## config.mk

```make
export PLATFORM = sky130hd
export DESIGN_NAME = midi_event_channel_filter
export DESIGN_NICKNAME = d
export VERILOG_FILES = /design/src/mecf_pkg.sv /design/src/midi_event_channel_filter.sv
export SDC_FILE = /design/constraint.sdc
export NUM_CORES = 1
export LEC_CHECK = 0
export BUFFER_PORTS_ARGS = -buffer_cell sky130_fd_sc_hd__buf_2
export CAP_MARGIN = 10
export CORE_ASPECT_RATIO = 0.75
export CORE_MARGIN = 2
export CORE_UTILIZATION = 35
export DETAILED_ROUTE_END_ITERATION = 12
export REMOVE_ABC_BUFFERS = 1
export SYNTH_ARGS = -nofsm -noshare
export SYNTH_HDL_FRONTEND = slang
export SYNTH_SLANG_ARGS = --single-unit
```

## constraint.sdc

```tcl
create_clock -name clock -period 2.3 [get_ports clock]
set_clock_uncertainty 0.1 [all_clocks]
set_input_delay 0.115 -clock clock [delete_from_list [all_inputs] [get_ports clock]]
set_output_delay 0.115 -clock clock [all_outputs]
set_load 0.01 [all_outputs]
```

## src/mecf_pkg.sv

```systemverilog
// Shared types, constants and helper functions of the MIDI event channel filter.
// Depends on nothing; used by midi_event_channel_filter.
`default_nettype none

package mecf_pkg;

   localparam logic [7:0] SYSEX_START = 8'hF0;
   localparam logic [7:0] SYSEX_END   = 8'hF7;

   localparam int unsigned CSR_ADDR_W = 4;
   localparam int unsigned CSR_DATA_W = 32;

   typedef logic [15:0] chan_mask_type;
   typedef logic [1:0]  msg_count_type;

   // Register index, taken from the word address of the configuration port.
   typedef enum logic [1:0] {
      REG_CHANNEL_MASK = 2'd0,
      REG_ANY_CHANNEL  = 2'd1,
      REG_ACCEPT_SYSEX = 2'd2
   } reg_index_type;

   // Message length in bytes, from the first byte of the message.
   function automatic msg_count_type msg_length(input logic [7:0] first_byte);
      msg_count_type len;
      len = 2'd1;
      if (first_byte >= 8'h80 && first_byte <= 8'hBF) begin
         len = 2'd3;
      end else if (first_byte >= 8'hC0 && first_byte <= 8'hDF) begin
         len = 2'd2;
      end else if (first_byte >= 8'hE0 && first_byte <= 8'hEF) begin
         len = 2'd3;
      end else if (first_byte == 8'hF1 || first_byte == 8'hF3) begin
         len = 2'd2;
      end else if (first_byte == 8'hF2) begin
         len = 2'd3;
      end
      return len;
   endfunction

endpackage

`default_nettype wire

```

## src/midi_event_channel_filter.sv

```systemverilog
// MIDI event channel filter: frames a raw MIDI byte stream and routes each message.
// Depends on mecf_pkg for constants, register indexes and the message length table.
`default_nettype none

// Each byte that enters on the req_ channel leaves on the rsp_ channel unchanged, tagged
// with the route of the message it belongs to (rsp_accepted high for the accept output).
// The route is decided on the first byte of each message. A status byte with the top bit
// set is accepted when its low nibble selects a set bit of the channel mask or when
// any_channel is set; 0xF0 opens a system exclusive message, running up to and including
// the next 0xF7, which is also accepted when accept_sysex is set. Bytes 0xF0 through 0xFF
// are tested against the mask by their low nibble like channel messages. A data byte at
// a message start is a rejected one-byte message, and status bytes other than 0xF7 inside
// an open message count as ordinary bytes of it. The block takes one byte per clock
// unless stalled: the framing state and the tagged byte are both registered at the edge
// that accepts the byte, so the item appears on the rsp_ side in the next cycle if the
// output register is free. A one-entry skid stage lets the input keep flowing when the
// output stalls; req_stall rises only when the skid stage is occupied. Configuration
// lies at byte addresses 0 (channel mask), 4 (any_channel) and 8 (accept_sysex), all
// reset to zero, and should be written only while no bytes are in flight.
module midi_event_channel_filter (
   input  wire                                 clock,
   input  wire                                 reset,
   // Input byte channel.
   input  wire                                 req_valid,
   output logic                                req_stall,
   input  wire  [7:0]                          req_data_byte,
   // Result channel.
   output logic                                rsp_valid,
   input  wire                                 rsp_stall,
   output logic [7:0]                          rsp_out_byte,
   output logic                                rsp_accepted,
   // Configuration port.
   input  wire                                 csr_psel,
   input  wire                                 csr_penable,
   input  wire                                 csr_pwrite,
   input  wire  [mecf_pkg::CSR_ADDR_W-1:0]     csr_paddr,
   input  wire  [mecf_pkg::CSR_DATA_W-1:0]     csr_pwdata,
   output logic [mecf_pkg::CSR_DATA_W-1:0]     csr_prdata,
   output logic                                csr_pready
);
   import mecf_pkg::*;

   // Configuration registers.
   chan_mask_type chan_mask_ff;
   logic          any_channel_ff;
   logic          accept_sysex_ff;
   reg_index_type csr_index;
   logic          csr_write;

   // Framing state.
   msg_count_type bytes_left_ff, bytes_left_in;
   logic          in_sysex_ff, in_sysex_in;
   logic          route_ff, route_in;

   // Output register and skid stage.
   logic          out_valid_ff, out_valid_in;
   logic [7:0]    out_byte_ff, out_byte_in;
   logic          out_acc_ff, out_acc_in;
   logic          skid_valid_ff, skid_valid_in;
   logic [7:0]    skid_byte_ff, skid_byte_in;
   logic          skid_acc_ff, skid_acc_in;

   logic          in_take;
   logic          out_take;
   logic          out_free;
   logic          msg_start;
   logic          new_route;

   // The configuration port answers at once; the register index is the word address.
   assign csr_pready = 1'b1;
   assign csr_index  = reg_index_type'(csr_paddr[3:2]);
   assign csr_write  = csr_psel && csr_penable && csr_pwrite && csr_pready;

   always_comb begin
      csr_prdata = '0;
      unique case (csr_index)
         REG_CHANNEL_MASK: csr_prdata = {{(CSR_DATA_W-16){1'b0}}, chan_mask_ff};
         REG_ANY_CHANNEL:  csr_prdata = {{(CSR_DATA_W-1){1'b0}}, any_channel_ff};
         REG_ACCEPT_SYSEX: csr_prdata = {{(CSR_DATA_W-1){1'b0}}, accept_sysex_ff};
         default:          csr_prdata = '0;
      endcase
   end

   always_ff @(posedge clock) begin
      if (reset) begin
         chan_mask_ff    <= '0;
         any_channel_ff  <= 1'b0;
         accept_sysex_ff <= 1'b0;
      end else if (csr_write) begin
         unique case (csr_index)
            REG_CHANNEL_MASK: chan_mask_ff    <= csr_pwdata[15:0];
            REG_ANY_CHANNEL:  any_channel_ff  <= csr_pwdata[0];
            REG_ACCEPT_SYSEX: accept_sysex_ff <= csr_pwdata[0];
            default: ;
         endcase
      end
   end

   // Handshakes. The input stalls only when the skid stage already holds a byte.
   assign req_stall = skid_valid_ff;
   assign in_take   = req_valid && !req_stall;
   assign out_take  = out_valid_ff && !rsp_stall;
   assign out_free  = !out_valid_ff || out_take;

   // Message framing. A new message starts when nothing is open; its route is decided
   // from the first byte and held for the rest of the message.
   assign msg_start = !in_sysex_ff && (bytes_left_ff == 2'd0);

   always_comb begin
      new_route = 1'b0;
      if (req_data_byte[7] && (any_channel_ff || chan_mask_ff[req_data_byte[3:0]])) begin
         new_route = 1'b1;
      end
      if (req_data_byte == SYSEX_START && accept_sysex_ff) begin
         new_route = 1'b1;
      end
   end

   always_comb begin
      bytes_left_in = bytes_left_ff;
      in_sysex_in   = in_sysex_ff;
      route_in      = route_ff;
      if (in_take) begin
         if (msg_start) begin
            route_in = new_route;
            if (req_data_byte == SYSEX_START) begin
               in_sysex_in = 1'b1;
            end else begin
               // The first byte counts against the message length right away.
               bytes_left_in = msg_length(req_data_byte) - 2'd1;
            end
         end else if (in_sysex_ff) begin
            if (req_data_byte == SYSEX_END) begin
               in_sysex_in = 1'b0;
            end
         end else begin
            bytes_left_in = bytes_left_ff - 2'd1;
         end
      end
   end

   always_ff @(posedge clock) begin
      if (reset) begin
         bytes_left_ff <= '0;
         in_sysex_ff   <= 1'b0;
         route_ff      <= 1'b0;
      end else begin
         bytes_left_ff <= bytes_left_in;
         in_sysex_ff   <= in_sysex_in;
         route_ff      <= route_in;
      end
   end

   // Output register with skid stage. When the output register frees up, a waiting
   // skid item moves forward first so order is kept.
   always_comb begin
      out_valid_in  = out_valid_ff;
      out_byte_in   = out_byte_ff;
      out_acc_in    = out_acc_ff;
      skid_valid_in = skid_valid_ff;
      skid_byte_in  = skid_byte_ff;
      skid_acc_in   = skid_acc_ff;
      if (out_free) begin
         if (skid_valid_ff) begin
            out_valid_in  = 1'b1;
            out_byte_in   = skid_byte_ff;
            out_acc_in    = skid_acc_ff;
            skid_valid_in = in_take;
            skid_byte_in  = req_data_byte;
            skid_acc_in   = route_in;
         end else begin
            out_valid_in  = in_take;
            out_byte_in   = req_data_byte;
            out_acc_in    = route_in;
         end
      end else if (in_take) begin
         skid_valid_in = 1'b1;
         skid_byte_in  = req_data_byte;
         skid_acc_in   = route_in;
      end
   end

   always_ff @(posedge clock) begin
      if (reset) begin
         out_valid_ff  <= 1'b0;
         skid_valid_ff <= 1'b0;
      end else begin
         out_valid_ff  <= out_valid_in;
         skid_valid_ff <= skid_valid_in;
      end
   end

   always_ff @(posedge clock) begin
      out_byte_ff  <= out_byte_in;
      out_acc_ff   <= out_acc_in;
      skid_byte_ff <= skid_byte_in;
      skid_acc_ff  <= skid_acc_in;
   end

   assign rsp_valid    = out_valid_ff;
   assign rsp_out_byte = out_byte_ff;
   assign rsp_accepted = out_acc_ff;

endmodule

`default_nettype wire
```

==> reports/metrics.csv <==
metric,value,unit
GR Util All Layers,13.3,%
clock-pin slew reported for the worst setup and hold paths after clock tree synthesis,0.08,ns
run status,"finished, final reports clean",
Pwr per Cell Area,621,nW/um2
number of warnings printed during yosys synthesis,0,
leading area contributor after synthesis,sky130_fd_sc_hd__edfxtp_1,
hold path start,req_data_byte[7],
crit-path max cell delay,0.35,ns
distinct cell type count after synthesis,37,
most frequent cells in the layout,"sky130_fd_sc_hd__buf_2, sky130_fd_sc_hd__nand2_1, sky130_fd_sc_hd__dfxtp_1",
root buffer cell,sky130_fd_sc_hd__clkbuf_8,
mean routed wirelength per cell,11.8,um
Nets,337,
DRT Pass-1 Iters,4,
Final Cycle Share,82.9,%
share of the synthesized area in the top cell type,25.8,%
Avg Inst Size Synth,9.92,um2
total via count after detailed routing,1651,
kind of start point of the critical path,flip-flop,
number of global-route vias before repair,1469,
hold depth,1,
final cell count without fillers,365,
placeable core region,5800,um2
number of vias per cell,4.52,
H-tree lvl count,2,
Setup Viol. Count Final,0,
Max-cap violations,0,
max_slew headroom,55.3,%
number of DRC violations after detailed-routing iteration 0,99,
RSZ-0062 raised after global routing,no,
"Cell Area, Synth",2090,um2
DRC errors left,0,
Inserted Diodes,0,
number of flip-flops and latches in the synthesized netlist,42,
slowest CP cell,sky130_fd_sc_hd__dfxtp_1,
IO Count,95,
final weighted congestion of routability-driven global placement,0.766,
CP Cell Sequence,"nor4b_4, and2b_4, mux2i_1, o211ai_2, mux2_2",
hold violation total from the final report,0,
number of fill cells in the layout,570,
Slew Limit Fails,0,
count of antenna-violating nets left after detailed routing,0,
min-delay worst type,in -> reg,
total routed wirelength,4.31,mm
signal arrival time at the worst endpoint,1.85,ns
cells resized by post-CTS repair,0,
number of input and output port buffers inserted,59,
"commonest non-fill, non-tap cell in the layout",sky130_fd_sc_hd__buf_2,
total placed cells including tap cells,338,
logic depth of the worst register-to-register path,5,
capture endpoint of the worst hold path,skid_byte_ff[7],
maximum fanout count along the critical path,4,
cell types with the largest area share after synthesis,"sky130_fd_sc_hd__edfxtp_1, sky130_fd_sc_hd__dfxtp_1, sky130_fd_sc_hd__nand2_1",
clock latency reported for the late side of the worst-skew pair,0.29,ns
maximum buffer depth of the clock tree,2,
count of mapped cells out of synthesis,211,
sum of net half-perimeters after detailed placement,3.08,mm
total clock buffers created by CTS,5,
maximum clock rate,525,MHz
P&R area growth vs syn,28.8,%
clock tree from TritonCTS,yes,
die extent in x,93.3,um
layout cells sized above 1,29.6,%
static leakage,1.10,nW
global-route congestion overflow total,0,
share of synthesized area occupied by flip-flops and latches,48.8,%
maximum number of pins on one net before global-route repair,25,
R2R setup slack,0.39,ns
setup tns final,0,ns
Max VDD drop,0.216,mV
number of antenna violations at the first check in global routing,0,
Die Outline Area,6620,um2
Core Rows,24,
effective utilization at floorplan,36.1,%
WS Path Type,reg -> reg,
global-route wire length before repair,6.99,mm
WP data required,2.24,ns
launch point of the worst reg-to-reg path,in_sysex_ff,
die span in y,71.0,um
min Tclk post-route,1.91,ns
Reg2Reg Capture Point,rsp_accepted,
Worst setup EP type,flip-flop,
slew of the pin with the lowest slew margin,0.668,ns
number of clock sinks,42,
## metrics by stage
stage / utilization [%] / cell area, um2 / setup WS, ns / power, mW / hold slack [ns]
floorplan: - / 1960 / 0.294 / 0.912 / 0.0841
global placement: 40.9 / 2370 / 0.375 / 0.992 / 0.248
detailed placement: 40.9 / 2370 / 0.358 / 0.994 / 0.250
CTS: 46.5 / 2700 / 0.390 / 1.69 / 0.0106
global route: 46.5 / 2700 / 0.313 / 1.75 / 0.00808
finish: 46.5 / 2700 / 0.394 / 1.67 / 0.0190
## metal layers
layer	track usage (%)	vias to the layer above	part of all wire (%)	wire (um)
li1	-	852	-	-
met4	3.43	0	0.37	16
met1	19.2	750	51	2200
met2	19.7	46	42	1820
met3	3.94	3	6.3	272
met5	0	-	0	0
## synthesized netlist by cell type
cell type                  number
sky130_fd_sc_hd__a211oi_1       1
sky130_fd_sc_hd__a21oi_1       19
sky130_fd_sc_hd__a31oi_1        2
sky130_fd_sc_hd__and2_1        15
sky130_fd_sc_hd__and2b_4        1
sky130_fd_sc_hd__buf_2          1
sky130_fd_sc_hd__buf_4         17
sky130_fd_sc_hd__buf_6          3
sky130_fd_sc_hd__clkbuf_1       7
sky130_fd_sc_hd__conb_1         2
sky130_fd_sc_hd__dfxtp_1       24
sky130_fd_sc_hd__edfxtp_1      18
sky130_fd_sc_hd__inv_1          2
sky130_fd_sc_hd__mux2_2         8
sky130_fd_sc_hd__mux2i_1       10
sky130_fd_sc_hd__mux4_2         1
sky130_fd_sc_hd__nand2_1       41
sky130_fd_sc_hd__nand2b_1       1
sky130_fd_sc_hd__nand3_1        2
sky130_fd_sc_hd__nand3b_1       2
sky130_fd_sc_hd__nand4_1        2
sky130_fd_sc_hd__nand4b_1       1
sky130_fd_sc_hd__nor2_1         7
sky130_fd_sc_hd__nor2b_1        1
sky130_fd_sc_hd__nor3_1         2
sky130_fd_sc_hd__nor3_2         2
sky130_fd_sc_hd__nor3b_1        3
sky130_fd_sc_hd__nor4b_4        1
sky130_fd_sc_hd__o211ai_2       1
sky130_fd_sc_hd__o21ai_0        5
sky130_fd_sc_hd__o221ai_1       2
sky130_fd_sc_hd__o221ai_2       1
sky130_fd_sc_hd__o22ai_1        1
sky130_fd_sc_hd__o31ai_1        2
sky130_fd_sc_hd__or3_1          1
sky130_fd_sc_hd__or3b_1         1
sky130_fd_sc_hd__or4_4          1
## sequential cells by signal, summed over array words and instances, names as in the netlist, 2 cells and up
| signal | cells |
|---|---|
| chan_mask_ff | 16 |
| rsp_out_byte | 8 |
| bytes_left_ff | 2 |
| skid_byte_ff | 8 |
## how the worst max path moves through the flow
stage                           startpoint            to  slack [ns]  cells past startpoint
after global placement    req_data_byte[0]  rsp_accepted        0.37                      5
final                          in_sysex_ff  rsp_accepted        0.39                      5
after global routing           in_sysex_ff  rsp_accepted        0.31                      5
after CTS                      in_sysex_ff  rsp_accepted        0.39                      5
after detailed placement  req_data_byte[0]  rsp_accepted        0.36                      5
after floorplan                  req_stall  rsp_accepted        0.29                      5
## cells by family (layout without fill, tap and decap cells)
logic type	Yosys count	after routing	share of synthesized area, %
compound gates	34	34	9.86
buf+inv	30	91	9.56
flops	42	42	48.8
mux	19	19	10.2
other cells	2	17	0.359
simple gates	84	84	21.3
## critical path, delay by kind of cell (launching register included)
kind	cells	cell delay (ns)
AOI/OAI and AO/OA	1	0.13
DFF	1	0.35
muxes	2	0.49
and+or+nand+nor	2	0.58
## cell type report
| cell class | count | area (um2) | share of cell area (%) |
|---|---|---|---|
| inverters | 2 | 7.51 | 0.279 |
| clock buffers | 5 | 68.8 | 2.55 |
| clock inverters | 3 | 63.8 | 2.37 |
| well taps | 78 | 97.6 | 3.62 |
| repair buffers | 81 | 508 | 18.8 |
| multi-input cells | 154 | 928 | 34.4 |
| flip-flops and latches | 42 | 1020 | 37.9 |
## power by group
group / internal (mW) / switching, mW
clock network: 0.429 / 0.243
registers: 0.805 / 0.00987
logic: 0.0855 / 0.0995
## timing repair
item                                   in CTS  in global routing
buffers inserted                            0                  0
hold buffers                               19                  0
endpoints found under the hold margin      19                  0
(Power assumes the default switching activity.)
